## src/rtl/ipv6_hop_option_rewriter_assert.svh

```systemverilog
// Assertion macros for the IPv6 hop-by-hop option rewriter.
// Used by the top level; needs clock and reset in scope.
`ifndef IPV6_HOP_OPTION_REWRITER_ASSERT_SVH
`define IPV6_HOP_OPTION_REWRITER_ASSERT_SVH
`ifndef SYNTHESIS
`define IHOR_ASSERT_IMPL(lbl, ante, cons, msg) \
   lbl: assert property (@(posedge clock) disable iff (reset) (ante) |-> (cons)) \
      else $error(msg);
`define IHOR_ASSERT_NEXT(lbl, ante, cons, msg) \
   lbl: assert property (@(posedge clock) disable iff (reset) (ante) |=> (cons)) \
      else $error(msg);
`else
`define IHOR_ASSERT_IMPL(lbl, ante, cons, msg)
`define IHOR_ASSERT_NEXT(lbl, ante, cons, msg)
`endif
`endif

```

## src/rtl/ihor_pkg.sv

```systemverilog
// Types, codes and helpers shared by the hop-by-hop option rewriter.
// No dependencies.
package ihor_pkg;

   localparam int BASE_HEADER_BYTES = 40;
   localparam int HOP_HEADER_BYTES  = 24;
   localparam int STORE_BYTES       = BASE_HEADER_BYTES + 4;
   localparam int OUT_DEPTH         = 4;

   localparam logic [1:0] REG_MODE     = 2'd0;
   localparam logic [1:0] REG_CUST_HI  = 2'd1;
   localparam logic [1:0] REG_CUST_LO  = 2'd2;
   localparam logic [1:0] REG_OPT_KIND = 2'd3;

   localparam logic [1:0] MODE_UPDATE = 2'd0;
   localparam logic [1:0] MODE_ADD    = 2'd1;
   localparam logic [1:0] MODE_STRIP  = 2'd2;
   localparam logic [1:0] MODE_PASS   = 2'd3;

   localparam logic [2:0] ACT_NONE      = 3'd0;
   localparam logic [2:0] ACT_ADDED     = 3'd1;
   localparam logic [2:0] ACT_UPDATED   = 3'd2;
   localparam logic [2:0] ACT_REPLACED  = 3'd3;
   localparam logic [2:0] ACT_STRIPPED  = 3'd4;
   localparam logic [2:0] ACT_UNCHANGED = 3'd5;
   localparam logic [2:0] ACT_BAD       = 3'd6;
   localparam logic [2:0] ACT_OVERSIZE  = 3'd7;

   localparam logic [2:0] ST_BAD = 3'd5;

   localparam logic [7:0] CUSTODY_DATA_BYTES = 8'd16;

   typedef enum logic [1:0] {
      CMD_NONE,
      CMD_BYTE,
      CMD_STORED,
      CMD_HEADER
   } cmd_kind_type;

   typedef struct packed {
      logic [1:0]  mode;
      logic [63:0] cust_hi;
      logic [63:0] cust_lo;
      logic [7:0]  opt_kind;
   } cfg_type;

   typedef struct packed {
      logic [7:0] packet_byte;
      logic       end_of_packet;
   } req_type;

   typedef struct packed {
      logic [7:0]  out_byte;
      logic        out_last;
      logic [2:0]  status;
      logic        custodian_found;
      logic [63:0] old_custodian_high;
      logic [63:0] old_custodian_low;
   } rsp_type;

   typedef struct packed {
      logic       en;
      logic [5:0] addr;
      logic [7:0] data;
   } store_wr_type;

   typedef struct packed {
      cmd_kind_type kind;
      logic [7:0]   data;
      logic [5:0]   last_idx;
      logic [15:0]  plen;
      logic [7:0]   nh;
      logic         fresh;
      logic [7:0]   fnext;
      logic         end_pkt;
      logic [2:0]   status;
      logic         found;
      logic [63:0]  hi;
      logic [63:0]  lo;
   } cmd_type;

   function automatic logic [7:0] cust_byte(input logic [63:0] hi, input logic [63:0] lo,
                                            input logic [3:0] i);
      logic [5:0] base;
      base = {3'd7 - i[2:0], 3'b000};
      return i[3] ? lo[base +: 8] : hi[base +: 8];
   endfunction

endpackage

```

## src/rtl/ihor_front.sv

```systemverilog
// Front end: accepts packet beats, tracks position and decides the rewrite.
// Depends on ihor_pkg; issues commands to the back end queue.
module ihor_front
   import ihor_pkg::*;
(
   input  logic         clock,
   input  logic         reset,
   input  cfg_type      cfg,
   input  logic         push,
   input  req_type      req_data,
   output logic         full,
   input  logic         cq_full,
   input  logic         burst_done,
   output logic         cmd_push,
   output cmd_type      cmd,
   output store_wr_type store_wr
);

   logic [15:0] pos_ff, pos_in;
   logic [11:0] skip_ff, skip_in;
   logic [2:0]  act_ff, act_in;
   logic        found_ff, found_in;
   logic [63:0] addr_hi_ff, addr_hi_in, addr_lo_ff, addr_lo_in;
   logic [7:0]  sh4_ff, sh5_ff, sh6_ff, h40_ff, h41_ff, h42_ff, h43_ff;
   logic [7:0]  h40_in, h41_in, h42_in, h43_in;
   logic        wait_ff, wait_in;

   logic        accept;
   logic [15:0] p;
   logic [7:0]  b;
   logic        eop;
   logic [15:0] plen;
   logic [11:0] hl;
   logic [16:0] np_add, rep17;
   logic        strip_bad;
   logic [15:0] plen_strip;
   logic [5:0]  p_idx;

   assign full   = cq_full | wait_ff;
   assign accept = push & ~full;
   assign p      = pos_ff;
   assign b      = req_data.packet_byte;
   assign eop    = req_data.end_of_packet;
   assign p_idx  = (p < 16'(STORE_BYTES)) ? p[5:0] : 6'(STORE_BYTES - 1);

   assign store_wr.en   = accept & (p < 16'(STORE_BYTES));
   assign store_wr.addr = p[5:0];
   assign store_wr.data = b;

   assign h40_in = (p == 16'd40) ? b : h40_ff;
   assign h41_in = (p == 16'd41) ? b : h41_ff;
   assign h42_in = (p == 16'd42) ? b : h42_ff;
   assign h43_in = (p == 16'd43) ? b : h43_ff;

   assign plen       = {sh4_ff, sh5_ff};
   assign hl         = {({1'b0, h41_in} + 9'd1), 3'b000};
   assign np_add     = {1'b0, plen} + 17'(HOP_HEADER_BYTES);
   assign strip_bad  = plen < {4'd0, hl};
   assign plen_strip = plen - {4'd0, hl};
   assign rep17      = {1'b0, plen_strip} + 17'(HOP_HEADER_BYTES);

   always_comb begin
      addr_hi_in = addr_hi_ff;
      addr_lo_in = addr_lo_ff;
      found_in   = found_ff;
      if (p >= 16'(STORE_BYTES) && p < 16'(STORE_BYTES + 16) && sh6_ff == 8'd0) begin
         if (p < 16'(STORE_BYTES + 8)) addr_hi_in = {addr_hi_ff[55:0], b};
         else addr_lo_in = {addr_lo_ff[55:0], b};
      end
      if (p == 16'(STORE_BYTES + 15))
         found_in = (sh6_ff == 8'd0) && (h42_ff == cfg.opt_kind)
                    && (h43_ff == CUSTODY_DATA_BYTES);
   end

   always_comb begin
      cmd      = '0;
      cmd.kind = CMD_NONE;
      act_in   = act_ff;
      skip_in  = skip_ff;
      pos_in   = pos_ff;
      if (act_ff == ACT_NONE) begin
         if (p == 16'(BASE_HEADER_BYTES - 1)) begin
            if (cfg.mode == MODE_PASS || (cfg.mode == MODE_STRIP && sh6_ff != 8'd0)) begin
               act_in       = ACT_UNCHANGED;
               cmd.kind     = CMD_STORED;
               cmd.last_idx = p_idx;
            end else if (cfg.mode == MODE_ADD || (cfg.mode == MODE_UPDATE && sh6_ff != 8'd0)) begin
               if (np_add[16]) begin
                  act_in       = ACT_OVERSIZE;
                  cmd.kind     = CMD_STORED;
                  cmd.last_idx = p_idx;
               end else begin
                  act_in    = ACT_ADDED;
                  cmd.kind  = CMD_HEADER;
                  cmd.plen  = np_add[15:0];
                  cmd.nh    = 8'd0;
                  cmd.fresh = 1'b1;
                  cmd.fnext = sh6_ff;
               end
            end
         end else if (sh6_ff == 8'd0 && cfg.mode == MODE_STRIP && p == 16'd41) begin
            if (strip_bad) begin
               act_in       = ACT_BAD;
               cmd.kind     = CMD_STORED;
               cmd.last_idx = p_idx;
            end else begin
               act_in   = ACT_STRIPPED;
               cmd.kind = CMD_HEADER;
               cmd.plen = plen_strip;
               cmd.nh   = h40_in;
               skip_in  = hl - 12'd2;
            end
         end else if (sh6_ff == 8'd0 && cfg.mode == MODE_UPDATE && p == 16'd43) begin
            if (h42_in == cfg.opt_kind && h43_in == CUSTODY_DATA_BYTES) begin
               act_in       = ACT_UPDATED;
               cmd.kind     = CMD_STORED;
               cmd.last_idx = p_idx;
            end else if (strip_bad) begin
               act_in       = ACT_BAD;
               cmd.kind     = CMD_STORED;
               cmd.last_idx = p_idx;
            end else if (rep17[16]) begin
               act_in       = ACT_OVERSIZE;
               cmd.kind     = CMD_STORED;
               cmd.last_idx = p_idx;
            end else begin
               act_in    = ACT_REPLACED;
               cmd.kind  = CMD_HEADER;
               cmd.plen  = rep17[15:0];
               cmd.nh    = 8'd0;
               cmd.fresh = 1'b1;
               cmd.fnext = h40_in;
               skip_in   = hl - 12'd4;
            end
         end
      end else if (skip_ff != 12'd0) begin
         skip_in = skip_ff - 12'd1;
      end else if (act_ff == ACT_UPDATED && p >= 16'(STORE_BYTES)
                   && p < 16'(STORE_BYTES + 16)) begin
         cmd.kind = CMD_BYTE;
         cmd.data = cust_byte(cfg.cust_hi, cfg.cust_lo, 4'(p - 16'(STORE_BYTES)));
      end else begin
         cmd.kind = CMD_BYTE;
         cmd.data = b;
      end

      if (eop) begin
         if (act_in == ACT_NONE) begin
            act_in       = ACT_BAD;
            cmd.kind     = CMD_STORED;
            cmd.last_idx = p_idx;
         end
         cmd.end_pkt = 1'b1;
         cmd.status  = act_in - 3'd1;
         if ((act_in == ACT_REPLACED || act_in == ACT_STRIPPED) && skip_in != 12'd0)
            cmd.status = ST_BAD;
         if (act_in == ACT_UPDATED && p < 16'(STORE_BYTES + 15))
            cmd.status = ST_BAD;
         cmd.found = found_in;
         cmd.hi    = found_in ? addr_hi_in : 64'd0;
         cmd.lo    = found_in ? addr_lo_in : 64'd0;
         pos_in    = 16'd0;
         skip_in   = 12'd0;
         act_in    = ACT_NONE;
      end else if (p != 16'hFFFF) begin
         pos_in = p + 16'd1;
      end
   end

   assign cmd_push = accept & ((cmd.kind != CMD_NONE) | eop);

   always_comb begin
      wait_in = wait_ff;
      if (burst_done) wait_in = 1'b0;
      if (cmd_push && (cmd.kind == CMD_STORED || cmd.kind == CMD_HEADER)) wait_in = 1'b1;
   end

   always_ff @(posedge clock) begin
      if (reset) begin
         pos_ff     <= '0;
         skip_ff    <= '0;
         act_ff     <= ACT_NONE;
         found_ff   <= 1'b0;
         addr_hi_ff <= '0;
         addr_lo_ff <= '0;
         wait_ff    <= 1'b0;
      end else begin
         wait_ff <= wait_in;
         if (accept) begin
            pos_ff  <= pos_in;
            skip_ff <= skip_in;
            act_ff  <= act_in;
            if (eop) begin
               found_ff   <= 1'b0;
               addr_hi_ff <= '0;
               addr_lo_ff <= '0;
            end else begin
               found_ff   <= found_in;
               addr_hi_ff <= addr_hi_in;
               addr_lo_ff <= addr_lo_in;
            end
         end
      end
   end

   always_ff @(posedge clock) begin
      if (accept) begin
         if (p == 16'd4) sh4_ff <= b;
         if (p == 16'd5) sh5_ff <= b;
         if (p == 16'd6) sh6_ff <= b;
         h40_ff <= h40_in;
         h41_ff <= h41_in;
         h42_ff <= h42_in;
         h43_ff <= h43_in;
      end
   end

endmodule

```

## src/rtl/ihor_cmd_queue.sv

```systemverilog
// Two-entry command queue between front and back end.
// Depends on ihor_pkg.
module ihor_cmd_queue
   import ihor_pkg::*;
(
   input  logic    clock,
   input  logic    reset,
   input  logic    cmd_push,
   input  cmd_type cmd,
   output logic    cq_full,
   input  logic    cq_pop,
   output logic    cq_valid,
   output cmd_type cq_head
);

   cmd_type    entry_ff [2];
   logic       wr_ptr_ff, rd_ptr_ff;
   logic [1:0] count_ff;

   assign cq_full  = count_ff == 2'd2;
   assign cq_valid = count_ff != 2'd0;
   assign cq_head  = entry_ff[rd_ptr_ff];

   always_ff @(posedge clock) begin
      if (reset) begin
         wr_ptr_ff <= 1'b0;
         rd_ptr_ff <= 1'b0;
         count_ff  <= 2'd0;
      end else begin
         if (cmd_push) wr_ptr_ff <= ~wr_ptr_ff;
         if (cq_pop) rd_ptr_ff <= ~rd_ptr_ff;
         count_ff <= count_ff + {1'b0, cmd_push} - {1'b0, cq_pop};
      end
   end

   always_ff @(posedge clock) begin
      if (cmd_push) entry_ff[wr_ptr_ff] <= cmd;
   end

endmodule

```

## src/rtl/ihor_back.sv

```systemverilog
// Back end: header buffer, byte sequencer, one-byte hold and result queue.
// Depends on ihor_pkg; consumes commands from ihor_cmd_queue.
module ihor_back
   import ihor_pkg::*;
(
   input  logic         clock,
   input  logic         reset,
   input  cfg_type      cfg,
   input  store_wr_type store_wr,
   input  logic         cq_valid,
   input  cmd_type      cq_head,
   output logic         cq_pop,
   output logic         burst_done,
   input  logic         pop,
   output logic         empty,
   output rsp_type      rsp_data
);

   logic [7:0] store_mem [STORE_BYTES];
   logic [7:0] rd_ff;
   logic [5:0] rd_addr;

   logic [5:0] idx_ff, idx_in;
   logic       fin_ff, fin_in;

   logic       s2_valid_ff, s2_fin_ff, s2_mem_ff;
   logic [7:0] s2_lit_ff;
   logic [2:0] s2_status_ff;
   logic       s2_found_ff;
   logic [63:0] s2_hi_ff, s2_lo_ff;

   logic       held_valid_ff;
   logic [7:0] held_ff;

   rsp_type    ofifo_ff [OUT_DEPTH];
   logic [1:0] owr_ff, ord_ff;
   logic [2:0] ocount_ff;

   logic       issue, byte_phase, use_mem, op_fin;
   logic [5:0] limit;
   logic [7:0] lit;
   logic [4:0] j;
   logic       opush;
   rsp_type    odata;
   logic [7:0] cur_byte;

   assign issue      = cq_valid && ((ocount_ff + {2'd0, s2_valid_ff}) < 3'(OUT_DEPTH));
   assign byte_phase = !fin_ff && cq_head.kind != CMD_NONE;
   assign j          = 5'(idx_ff - 6'(BASE_HEADER_BYTES));

   always_comb begin
      unique case (cq_head.kind)
         CMD_BYTE:   limit = 6'd0;
         CMD_STORED: limit = cq_head.last_idx;
         CMD_HEADER: limit = cq_head.fresh ? 6'(BASE_HEADER_BYTES + HOP_HEADER_BYTES - 1)
                                           : 6'(BASE_HEADER_BYTES - 1);
         default:    limit = 6'd0;
      endcase
   end

   always_comb begin
      use_mem = 1'b0;
      lit     = 8'd0;
      unique case (cq_head.kind)
         CMD_BYTE:   lit = cq_head.data;
         CMD_STORED: use_mem = 1'b1;
         CMD_HEADER: begin
            if (idx_ff == 6'd4) lit = cq_head.plen[15:8];
            else if (idx_ff == 6'd5) lit = cq_head.plen[7:0];
            else if (idx_ff == 6'd6) lit = cq_head.nh;
            else if (idx_ff < 6'(BASE_HEADER_BYTES)) use_mem = 1'b1;
            else if (j == 5'd0) lit = cq_head.fnext;
            else if (j == 5'd1) lit = 8'(HOP_HEADER_BYTES / 8 - 1);
            else if (j == 5'd2) lit = cfg.opt_kind;
            else if (j == 5'd3) lit = CUSTODY_DATA_BYTES;
            else if (j < 5'd20) lit = cust_byte(cfg.cust_hi, cfg.cust_lo, 4'(j - 5'd4));
            else lit = 8'd0;
         end
         default: lit = 8'd0;
      endcase
   end

   assign rd_addr = use_mem ? idx_ff : 6'd0;

   always_comb begin
      idx_in     = idx_ff;
      fin_in     = fin_ff;
      cq_pop     = 1'b0;
      burst_done = 1'b0;
      op_fin     = 1'b0;
      if (issue) begin
         if (byte_phase) begin
            if (idx_ff == limit) begin
               idx_in = 6'd0;
               if (cq_head.end_pkt) begin
                  fin_in = 1'b1;
               end else begin
                  cq_pop     = 1'b1;
                  burst_done = cq_head.kind == CMD_STORED || cq_head.kind == CMD_HEADER;
               end
            end else begin
               idx_in = idx_ff + 6'd1;
            end
         end else begin
            op_fin     = 1'b1;
            cq_pop     = 1'b1;
            fin_in     = 1'b0;
            burst_done = cq_head.kind == CMD_STORED || cq_head.kind == CMD_HEADER;
         end
      end
   end

   assign cur_byte = s2_mem_ff ? rd_ff : s2_lit_ff;
   assign opush    = s2_valid_ff && (s2_fin_ff || held_valid_ff);

   always_comb begin
      odata          = '0;
      odata.out_byte = held_ff;
      if (s2_fin_ff) begin
         odata.out_last           = 1'b1;
         odata.status             = s2_status_ff;
         odata.custodian_found    = s2_found_ff;
         odata.old_custodian_high = s2_hi_ff;
         odata.old_custodian_low  = s2_lo_ff;
      end
   end

   assign empty    = ocount_ff == 3'd0;
   assign rsp_data = ofifo_ff[ord_ff];

   always_ff @(posedge clock) begin
      if (store_wr.en) store_mem[store_wr.addr] <= store_wr.data;
      rd_ff <= store_mem[rd_addr];
   end

   always_ff @(posedge clock) begin
      if (reset) begin
         idx_ff        <= '0;
         fin_ff        <= 1'b0;
         s2_valid_ff   <= 1'b0;
         held_valid_ff <= 1'b0;
         owr_ff        <= '0;
         ord_ff        <= '0;
         ocount_ff     <= '0;
      end else begin
         idx_ff      <= idx_in;
         fin_ff      <= fin_in;
         s2_valid_ff <= issue;
         if (s2_valid_ff) held_valid_ff <= !s2_fin_ff;
         if (opush) owr_ff <= owr_ff + 2'd1;
         if (pop && !empty) ord_ff <= ord_ff + 2'd1;
         ocount_ff <= ocount_ff + {2'd0, opush} - {2'd0, pop && !empty};
      end
   end

   always_ff @(posedge clock) begin
      if (issue) begin
         s2_fin_ff    <= op_fin;
         s2_mem_ff    <= use_mem && !op_fin;
         s2_lit_ff    <= lit;
         s2_status_ff <= cq_head.status;
         s2_found_ff  <= cq_head.found;
         s2_hi_ff     <= cq_head.hi;
         s2_lo_ff     <= cq_head.lo;
      end
      if (s2_valid_ff && !s2_fin_ff) held_ff <= cur_byte;
      if (opush) ofifo_ff[owr_ff] <= odata;
   end

endmodule

```

## src/rtl/ipv6_hop_option_rewriter.sv

```systemverilog
// Top level of the IPv6 hop-by-hop custody option rewriter.
// Depends on ihor_pkg, ihor_front, ihor_cmd_queue, ihor_back and the assert header.
//
// Packet bytes stream in and out at one beat per clock unless full or a
// result-side stall holds them. Output lags input by one byte so the final
// beat can carry out_last and the status fields. At the decision point (byte
// 39, 41 or 43) the buffered header, and a fresh 24-byte hop-by-hop header
// when one is added, is replayed one byte per cycle, with full high during
// the replay and until the packet is closed if it ends on the decision byte.
// A packet that ends before its decision point replays its stored bytes at
// its end, holding full meanwhile. The back end closes each packet in a step
// of its own, so the two-entry command queue can fill and hold full near
// packet ends. Result-side stalls stretch all of these. The burst rate is set
// by the single read port of the header buffer. No clearing pass after reset.
// Configuration must be written only while the block is idle (not enforced).
module ipv6_hop_option_rewriter
   import ihor_pkg::*;
(
   input  logic        clock,
   input  logic        reset,
   input  logic        push,
   input  req_type     req_data,
   output logic        full,
   output logic        empty,
   input  logic        pop,
   output rsp_type     rsp_data,
   input  logic        csr_write_en,
   input  logic [1:0]  csr_index,
   input  logic [63:0] csr_data
);

`include "ipv6_hop_option_rewriter_assert.svh"

   cfg_type      cfg_ff;
   store_wr_type store_wr;
   logic         cq_full, cq_pop, cq_valid, cmd_push, burst_done;
   logic         burst_push;
   cmd_type      cmd, cq_head;

   always_ff @(posedge clock) begin
      if (reset) begin
         cfg_ff.mode     <= MODE_UPDATE;
         cfg_ff.cust_hi  <= '0;
         cfg_ff.cust_lo  <= '0;
         cfg_ff.opt_kind <= 8'd30;
      end else if (csr_write_en) begin
         unique case (csr_index)
            REG_MODE:     cfg_ff.mode     <= csr_data[1:0];
            REG_CUST_HI:  cfg_ff.cust_hi  <= csr_data;
            REG_CUST_LO:  cfg_ff.cust_lo  <= csr_data;
            REG_OPT_KIND: cfg_ff.opt_kind <= csr_data[7:0];
            default: ;
         endcase
      end
   end

   ihor_front u_front (
      .clock      (clock),
      .reset      (reset),
      .cfg        (cfg_ff),
      .push       (push),
      .req_data   (req_data),
      .full       (full),
      .cq_full    (cq_full),
      .burst_done (burst_done),
      .cmd_push   (cmd_push),
      .cmd        (cmd),
      .store_wr   (store_wr)
   );

   ihor_cmd_queue u_cmd_queue (
      .clock    (clock),
      .reset    (reset),
      .cmd_push (cmd_push),
      .cmd      (cmd),
      .cq_full  (cq_full),
      .cq_pop   (cq_pop),
      .cq_valid (cq_valid),
      .cq_head  (cq_head)
   );

   ihor_back u_back (
      .clock      (clock),
      .reset      (reset),
      .cfg        (cfg_ff),
      .store_wr   (store_wr),
      .cq_valid   (cq_valid),
      .cq_head    (cq_head),
      .cq_pop     (cq_pop),
      .burst_done (burst_done),
      .pop        (pop),
      .empty      (empty),
      .rsp_data   (rsp_data)
   );

   assign burst_push = cmd_push && (cmd.kind == CMD_STORED || cmd.kind == CMD_HEADER);

   `IHOR_ASSERT_IMPL(a_cmd_no_overflow, cmd_push, !cq_full, "command pushed into full queue")
   `IHOR_ASSERT_IMPL(a_burst_done_waits, burst_done, full, "burst done while front not held")
   `IHOR_ASSERT_NEXT(a_burst_holds_input, burst_push, full, "input not held during burst")

endmodule

```

## config.mk

```make
export PLATFORM = sky130hd
export DESIGN_NAME = ipv6_hop_option_rewriter
export DESIGN_NICKNAME = d
export VERILOG_FILES = /design/src/rtl/ihor_pkg.sv /design/src/rtl/ihor_front.sv /design/src/rtl/ihor_cmd_queue.sv /design/src/rtl/ihor_back.sv /design/src/rtl/ipv6_hop_option_rewriter.sv
export VERILOG_INCLUDE_DIRS = /design/src /design/src/rtl
export SDC_FILE = /design/constraint.sdc
export NUM_CORES = 2
export LEC_CHECK = 0
export BUFFER_PORTS_ARGS = -buffer_cell sky130_fd_sc_hd__buf_2
export CELL_PAD_IN_SITES_DETAIL_PLACEMENT = 1
export CELL_PAD_IN_SITES_GLOBAL_PLACEMENT = 1
export CORE_AREA = 3 3 388 390
export DETAILED_ROUTE_END_ITERATION = 10
export DIE_AREA = 0 0 391 393
export GPL_TIMING_DRIVEN = 0
export PLACE_DENSITY = 0.86
export SLEW_MARGIN = 20
export SYNTH_ARGS = -nofsm -noshare
export SYNTH_HDL_FRONTEND = slang
export SYNTH_HIERARCHICAL = 1
export SYNTH_SLANG_ARGS = --single-unit
```

## constraint.sdc

```tcl
create_clock -name clock -period 19 [get_ports clock]
set_clock_uncertainty 0.05 [all_clocks]
set_input_delay 1.9 -clock clock [delete_from_list [all_inputs] [get_ports clock]]
set_output_delay 1.9 -clock clock [all_outputs]
set_load 0.02 [all_outputs]
```

## After elaboration in Yosys (flattened, before gate mapping)

Memory sizes are Yosys's and may differ from the RTL's. A register that Yosys moved wholly into a read port is not among the register bits.
Index checks and enable logic that the tools add are counted.

- Add/subtract/negate cells: 22
- $mul: 0
- Div/mod/pow operators: 0
- Magnitude comparators: 9
- Equality and inequality tests: 39
- Shift-type cells: 4
- Muxes and demuxes: 128
- Bitwise gates (word level): 8
- Reduce and logical (&&, ||, !) cells: 57

Operator list:

| operator | number |
|---|---|
| $mux W64 | 8 |
| $mux W133 | 2 |
| $shiftx A64 B7 Y8 | 4 |
| $mux W33 | 5 |
| $mux W39 | 4 |
| $mux W8 | 18 |
| $mux W12 | 10 |
| $eq A16 B6 Y1 const B | 6 |
| $mux W6 | 11 |
| $lt A16 B6 Y1 const B | 4 |
| $eq A16 B3 Y1 const B | 3 |
| $mux W3 | 15 |
| $add A16 B5 Y17 const B | 2 |
| $mux W1 | 32 |
| $mux W16 | 2 |
| $mux W30 | 1 |
| $mux W2 | 13 |
| $mux W24 | 1 |
| $reduce_bool A12 Y1 | 2 |
| $logic_and A1 B1 Y1 | 22 |
| $eq A2 B2 Y1 const B | 9 |
| $eq A6 B3 Y1 const B | 3 |
| $mux W9 | 2 |
| $reduce_and A2 Y1 | 9 |
| other kinds (48) | 79 |

- Bits in registers: 525
- Latch bits: 0
- Bits in writable memories: 1,280
- Bits in read-only memories: 0
- Input bits: 80
- Word-level logic and storage cells: 306
- Memories: 3

Memory list:

| name | depth | width | read ports | clocked after memory_dff | wr ports | line | text |
|---|---|---|---|---|---|---|---|
| u_back.ofifo_ff | 4 | 141 | 1 | 1 | 1 | ihor_back.sv:35 | `rsp_type ofifo_ff [OUT_DEPTH];` |
| u_cmd_queue.entry_ff | 2 | 182 | 1 | 1 | 1 | ihor_cmd_queue.sv:16 | `cmd_type entry_ff [2];` |
| u_back.store_mem | 44 | 8 | 1 | 1 | 1 | ihor_back.sv:19 | `logic [7:0] store_mem [STORE_BYTES];` |

## Longest topological paths before layout

- Depth in word-level cells: 21
- Depth in mapped cells: 30
- Mapped depth without buffers: 26

## Cells and area by module

Netlist, hierarchy kept.

Modules (own cells, without submodules):

| module | instances | cells an instance | area an instance (um^2) | seq. area each (um^2) |
|---|---|---|---|---|
| ihor_back | 1 | 2,262 | 43,050.0 | 32,531.2 |
| ihor_front | 1 | 1,810 | 14,213.6 | 4,904.7 |
| ihor_cmd_queue | 1 | 587 | 13,466.7 | 11,030.6 |
| ipv6_hop_option_rewriter | 1 | 526 | 5,656.7 | 2,762.6 |

## Worst setup path before layout

Ideal clock, no wire load.

- Path type: register to register
- Start point: reg u_front.pos_ff[2], in the netlist u_front/p[2]
- End point: mem u_cmd_queue/entry_ff[0][0] (netlist bit), enable pin
- Setup time: 749 ps
- Arrival: 13,990 ps
- Path slack: 4,211 ps
- Stages on the path, launching flop included: 24
- Path buffers: 3
- Period minus slack after synthesis: 14,789 ps
- Cell sequence: dfxtp_1 -> inv_1 -> clkbuf_1 -> ha_1 -> or3b_1 -> nor4_4 -> buf_2 -> nand2_1 -> nand2_1 -> ha_1 -> and4_1 -> a21boi_0 -> or3b_2 -> and3_1 -> maj3_1 -> a211oi_1 -> or3_1 -> a211oi_2 -> o2111ai_2 -> clkbuf_1 -> nand2_2 -> a31o_2 -> a41oi_1 -> nor2b_1

- Word-level cells in the longest chain between the ends: 20
- Elaborated cells between the ends (all ways): 40
- Classes of those cells: 3 x add/sub; 1 x order compare; 6 x eq/ne; 23 x mux; 2 x bitwise; 5 x reduce/logical

RTL lines:

| item | line | text |
|---|---|---|
| from (decl) | ihor_front.sv:19 | `logic [15:0] pos_ff, pos_in;` |
| from (signal assigned) | ihor_front.sv:190 | `pos_ff <= pos_in;` |
| $eq A16 B6 Y1 (*) | ihor_front.sv:51 | `assign h41_in = (p == 16'd41) ? b : h41_ff;` |
| $mux W8 (*) | ihor_front.sv:51 |  |
| named net u_front.h41_in[0] | ihor_front.sv:25 | `logic [7:0] h40_in, h41_in, h42_in, h43_in;` |
| $add A8 B1 Y9 (*) | ihor_front.sv:56 | `assign hl = {({1'b0, h41_in} + 9'd1), 3'b000};` |
| $sub A16 B12 Y16 | ihor_front.sv:59 | `assign plen_strip = plen - {4'd0, hl};` |
| $add A16 B5 Y17 | ihor_front.sv:60 | `assign rep17 = {1'b0, plen_strip} + 17'(HOP_HEADER_BYTES);` |
| $mux W3 | ihor_front.sv:122 | `end else if (rep17[16]) begin` |
| $mux W3 | ihor_front.sv:118 | `end else if (strip_bad) begin` |
| [6 not listed] | -- |  |
| $mux W2 | ihor_front.sv:148 | `if (act_in == ACT_NONE) begin` |
| $mux W2 (*) | ihor_front.sv:147 | `if (eop) begin` |
| $reduce_bool A2 Y1 (*) | ihor_front.sv:170 | `assign cmd_push = accept & ((cmd.kind != CMD_NONE) \| eop);` |
| $or A1 B1 Y1 (*) | ihor_front.sv:170 |  |
| $and A1 B1 Y1 (*) | ihor_front.sv:170 |  |
| named net cmd_push | ipv6_hop_option_rewriter.sv:36 | `logic cq_full, cq_pop, cq_valid, cmd_push, burst_done;` |
| $mux W1 (*) | ihor_cmd_queue.sv:37 | `if (cmd_push) entry_ff[wr_ptr_ff] <= cmd;` |
| $mux W1 (implied by the code) (*) | ihor_cmd_queue.sv:37 |  |
| to (decl) | ihor_cmd_queue.sv:16 |  |

Mark *: on every way through the listed nets, which the timed path passes. The rest lies on a longest branch.

## Final worst setup path

- Start point: reg u_front.pos_ff[2], in the netlist u_front/p[2]
- End point: mem u_cmd_queue/entry_ff[0][106] (netlist bit), enable pin

The elaborated chain is that of the path after synthesis.

==> impl_metrics.env <==
export IMPL_synthTopCellsByCount="edfxtp_1 (1486), nand2_1 (425), nor2_1 (346)"
export IMPL_yosysMostFrequentCell="edfxtp_1"
export IMPL_drc=0
export IMPL_fin_crit_ps=10320
export IMPL_status="finished, final reports clean"
export IMPL_seq_area_frac_synth=0.6707
export IMPL_cts_root_buf="clkbuf_16"
export IMPL_crit_arrival_ps=10810
export IMPL_grt_max_degree=85
export IMPL_p_clk_frac=0.350
export IMPL_seqPwrFrac=0.464
export IMPL_grt_pass1_wl_um=347500
export IMPL_initial_core_util=0.5179
export IMPL_avgViaCountPerCell=6.440
export IMPL_holdWs_ps=441.3
export IMPL_worstSetupPathType="reg2reg"
export IMPL_clock_sinks=1816
export IMPL_synth_edff_count=1486
export IMPL_cts_hold_buf=0
export IMPL_synth_area_mm2=0.07639
export IMPL_gp_congestion=0.9602
export IMPL_r2r_start="u_front/p[2]$_SDFFE_PP0P_"
export IMPL_max_stage_delay_ps=770
export IMPL_path_clk_slew_ps=60
export IMPL_p_int_mw=7.400
export IMPL_cp_end_kind="flip-flop"
export IMPL_rr_worst_depth=26
export IMPL_cp_required_ps=19490
export IMPL_pin_count=223
export IMPL_synthArstFlopShare=0
export IMPL_tightest_slew_ps=1205
export IMPL_instances_no_fill=7700
export IMPL_final_hold_violation_count=0
export IMPL_slew_headroom=0.1964
export IMPL_drv_cap=0
export IMPL_dp_hpwl_um=157300
export IMPL_tritoncts_num_buffers=180
export IMPL_clock_path_buffers=3
export IMPL_fin_crit_sh=0.5431
export IMPL_routedWlPerCell_um=30.81
export IMPL_slew_viol_final=0
export IMPL_worst_path_stages=26
export IMPL_core_area_mm2=0.1475
export IMPL_place_ws_ps=8897
export IMPL_port_buffers=222
export IMPL_hp_class="reg2reg"
export IMPL_timing_critical_path_buf_inv=7
export IMPL_rows=141
export IMPL_grt_pass1_vias=51942
export IMPL_startpoint_type="flip-flop"
export IMPL_setup_ws_ps=8682
export IMPL_synth_nets=5304
export IMPL_rsz0062_at_grt="no"
export IMPL_crit_path_end="u_cmd_queue/entry_ff[0][106]$_DFFE_PP_"
export IMPL_synth_area_per_cell_um2=14.73
export IMPL_p_leak_nw=28.70
export IMPL_synth_area_top_cells="edfxtp_1 (58%), dfxtp_1 (8.6%), mux4_2 (6.9%)"
export IMPL_r2r_end="u_cmd_queue/entry_ff[0][106]$_DFFE_PP_"
export IMPL_total_power_mw=10.32
export IMPL_final_layout_size_suffix_gt1_frac=0.1957
export IMPL_htreeDepth=4
export IMPL_ys_seq_elements=1816
export IMPL_postCtsSetupRepairBufs=0
export IMPL_clock_latency_ps=860
export IMPL_p_per_area_mw_per_mm2=119.1
export IMPL_post_synth_top_area_cell="edfxtp_1"
export IMPL_vdd_drop_max_mv=0.08498
export IMPL_yosysWarnings=6
export IMPL_syn2layout_area_growth_pct=13.43
export IMPL_cts_tree="yes"
export IMPL_ant_nets=0
export IMPL_critPathSlowestCell="a41oi_1"
export IMPL_max_freq_ghz=0.09692
export IMPL_finalNetCount=5735
export IMPL_grt_ovfl_total=0
export IMPL_synth_cell_types=102
export IMPL_cts_resized=0
export IMPL_die_h_um=393
export IMPL_p_switching_mw=2.919
export IMPL_die_w_um=391
export IMPL_dr_pass1_iters=7
export IMPL_synth_ff_type="edfxtp_1"
export IMPL_power_combinational_fraction=0.187
export IMPL_first_iter_violations=5996
export IMPL_synth_top_area_share=0.5842
export IMPL_syn_inst=5185
export IMPL_antenna_found_initial=14
export IMPL_crit_path_start="u_front/p[2]$_SDFFE_PP0P_"
export IMPL_swShare=0.2829
export IMPL_via_count=49591
export IMPL_ff2ff_setup_slack_ps=8680
export IMPL_totalWireLength_um=237200
export IMPL_grt_usage=0.3058
export IMPL_crit_family="simple AND/OR/NAND/NOR gates"
export IMPL_dp_cells=7364
export IMPL_die_area_mm2=0.1537
export IMPL_cp_max_fo=24
export IMPL_finalSetupViolations=0
-- power groups by stage --
| stage | clock network, mW | registers, mW | logic [mW] |
|---|---|---|---|
| after floorplan | 0 | 4.85 | 1.21 |
| after global placement | 0 | 4.90 | 1.75 |
| after detailed placement | 0 | 4.86 | 1.88 |
| after CTS | 3.65 | 4.78 | 1.92 |
| after global routing | 3.81 | 4.80 | 2.03 |
| final | 3.61 | 4.78 | 1.93 |
-- logic make-up (layout without fill, tap and decap cells) --
group           count (synthesis)  in the layout  share of synthesized area
compound gates                727            727                    0.06380
xor+xnor                       91             91                    0.01061
fa+ha+maj                      43             43                   0.007125
buf+inv                       399            979                    0.02432
flops                        1816           1816                     0.6707
mux                           683            683                     0.1318
other cells                     0              5                          0
simple gates                 1426           1426                    0.09164
-- how the worst min path moves through the flow --
stage | cells after the start | to | startpoint
3_3_place_gp | 2 | u_back/fin_ff$_SDFFE_PP0P_ | u_back/fin_ff$_SDFFE_PP0P_
3_5_place_dp | 2 | u_back/fin_ff$_SDFFE_PP0P_ | u_back/fin_ff$_SDFFE_PP0P_
4_1_cts | 2 | cfg_ff[119]$_SDFFE_PP0P_ | cfg_ff[119]$_SDFFE_PP0P_
2_1_floorplan | 2 | u_back/fin_ff$_SDFFE_PP0P_ | u_back/fin_ff$_SDFFE_PP0P_
5_1_grt | 2 | cfg_ff[79]$_SDFFE_PP0P_ | cfg_ff[79]$_SDFFE_PP0P_
6_report | 2 | cfg_ff[79]$_SDFFE_PP0P_ | cfg_ff[79]$_SDFFE_PP0P_
-- cell type report --
type | count | area (um2)
Antenna cell | 5 | 12.51
Buffer | 335 | 1630
Clock buffer | 243 | 4921
Clock inverter | 88 | 1081
Fill cell | 13852 | 60840
Inverter | 64 | 247.7
Multi-Input combinational cell | 2970 | 23370
Sequential cell | 1816 | 51230
Tap cell | 1930 | 2415
Timing Repair Buffer | 249 | 1742
-- layout by cell type (no fill, tap or decap), types with 35 or more instances in the layout --
| cell type | n |
|---|---|
| inv_1 | 59 |
| nand2_1 | 425 |
| edfxtp_1 | 1486 |
| buf_2 | 263 |
| a21oi_1 | 223 |
| clkbuf_1 | 244 |
| clkbuf_8 | 35 |
| nand3_1 | 62 |
| mux2i_1 | 213 |
| and2_1 | 168 |
| nor2_1 | 346 |
| o21ai_0 | 81 |
| xnor2_1 | 64 |
| nand2b_1 | 206 |
| nor3_1 | 48 |
| dfxtp_1 | 330 |
| mux2_2 | 235 |
| clkbuf_16 | 180 |
| buf_1 | 40 |
| ha_1 | 37 |
| a22oi_1 | 161 |
| mux4_2 | 235 |
-- flip-flops by register name (all words and copies together) (netlist names), 12 cells and up, named ones only --
register              count
u_back/ofifo_ff         564
u_back/store_mem        352
u_front/p                16
u_front/addr_hi_ff       64
u_cmd_queue/entry_ff    364
u_back/s2_hi_ff          64
u_back/s2_lo_ff          64
u_front/addr_lo_ff       64
u_front/skip_ff          12
cfg_ff                  138
-- tightest hold or removal path, stage by stage, from the launching register on --
cell and delay, ps:
dfxtp_1 310, nand2b_1 70, mux2i_1 60
-- stage by stage --
stage	utilization	setup TNS, ps	instance area, um2
global route	0.5874	0	86630
finish	0.5875	0	86640
floorplan	-	0	76390
CTS	0.5873	0	86620
detailed placement	0.5466	0	80610
global placement	0.5418	-533940	79910
-- per-layer routing --
layer,GRT usage,up-vias,part of all wire
li1,-,20541,-
met1,0.3841,25545,0.37
met2,0.5179,2838,0.50
met3,0.06081,659,0.088
met4,0.1325,8,0.048
met5,0,-,0.00024
(Power assumes the default switching activity.)
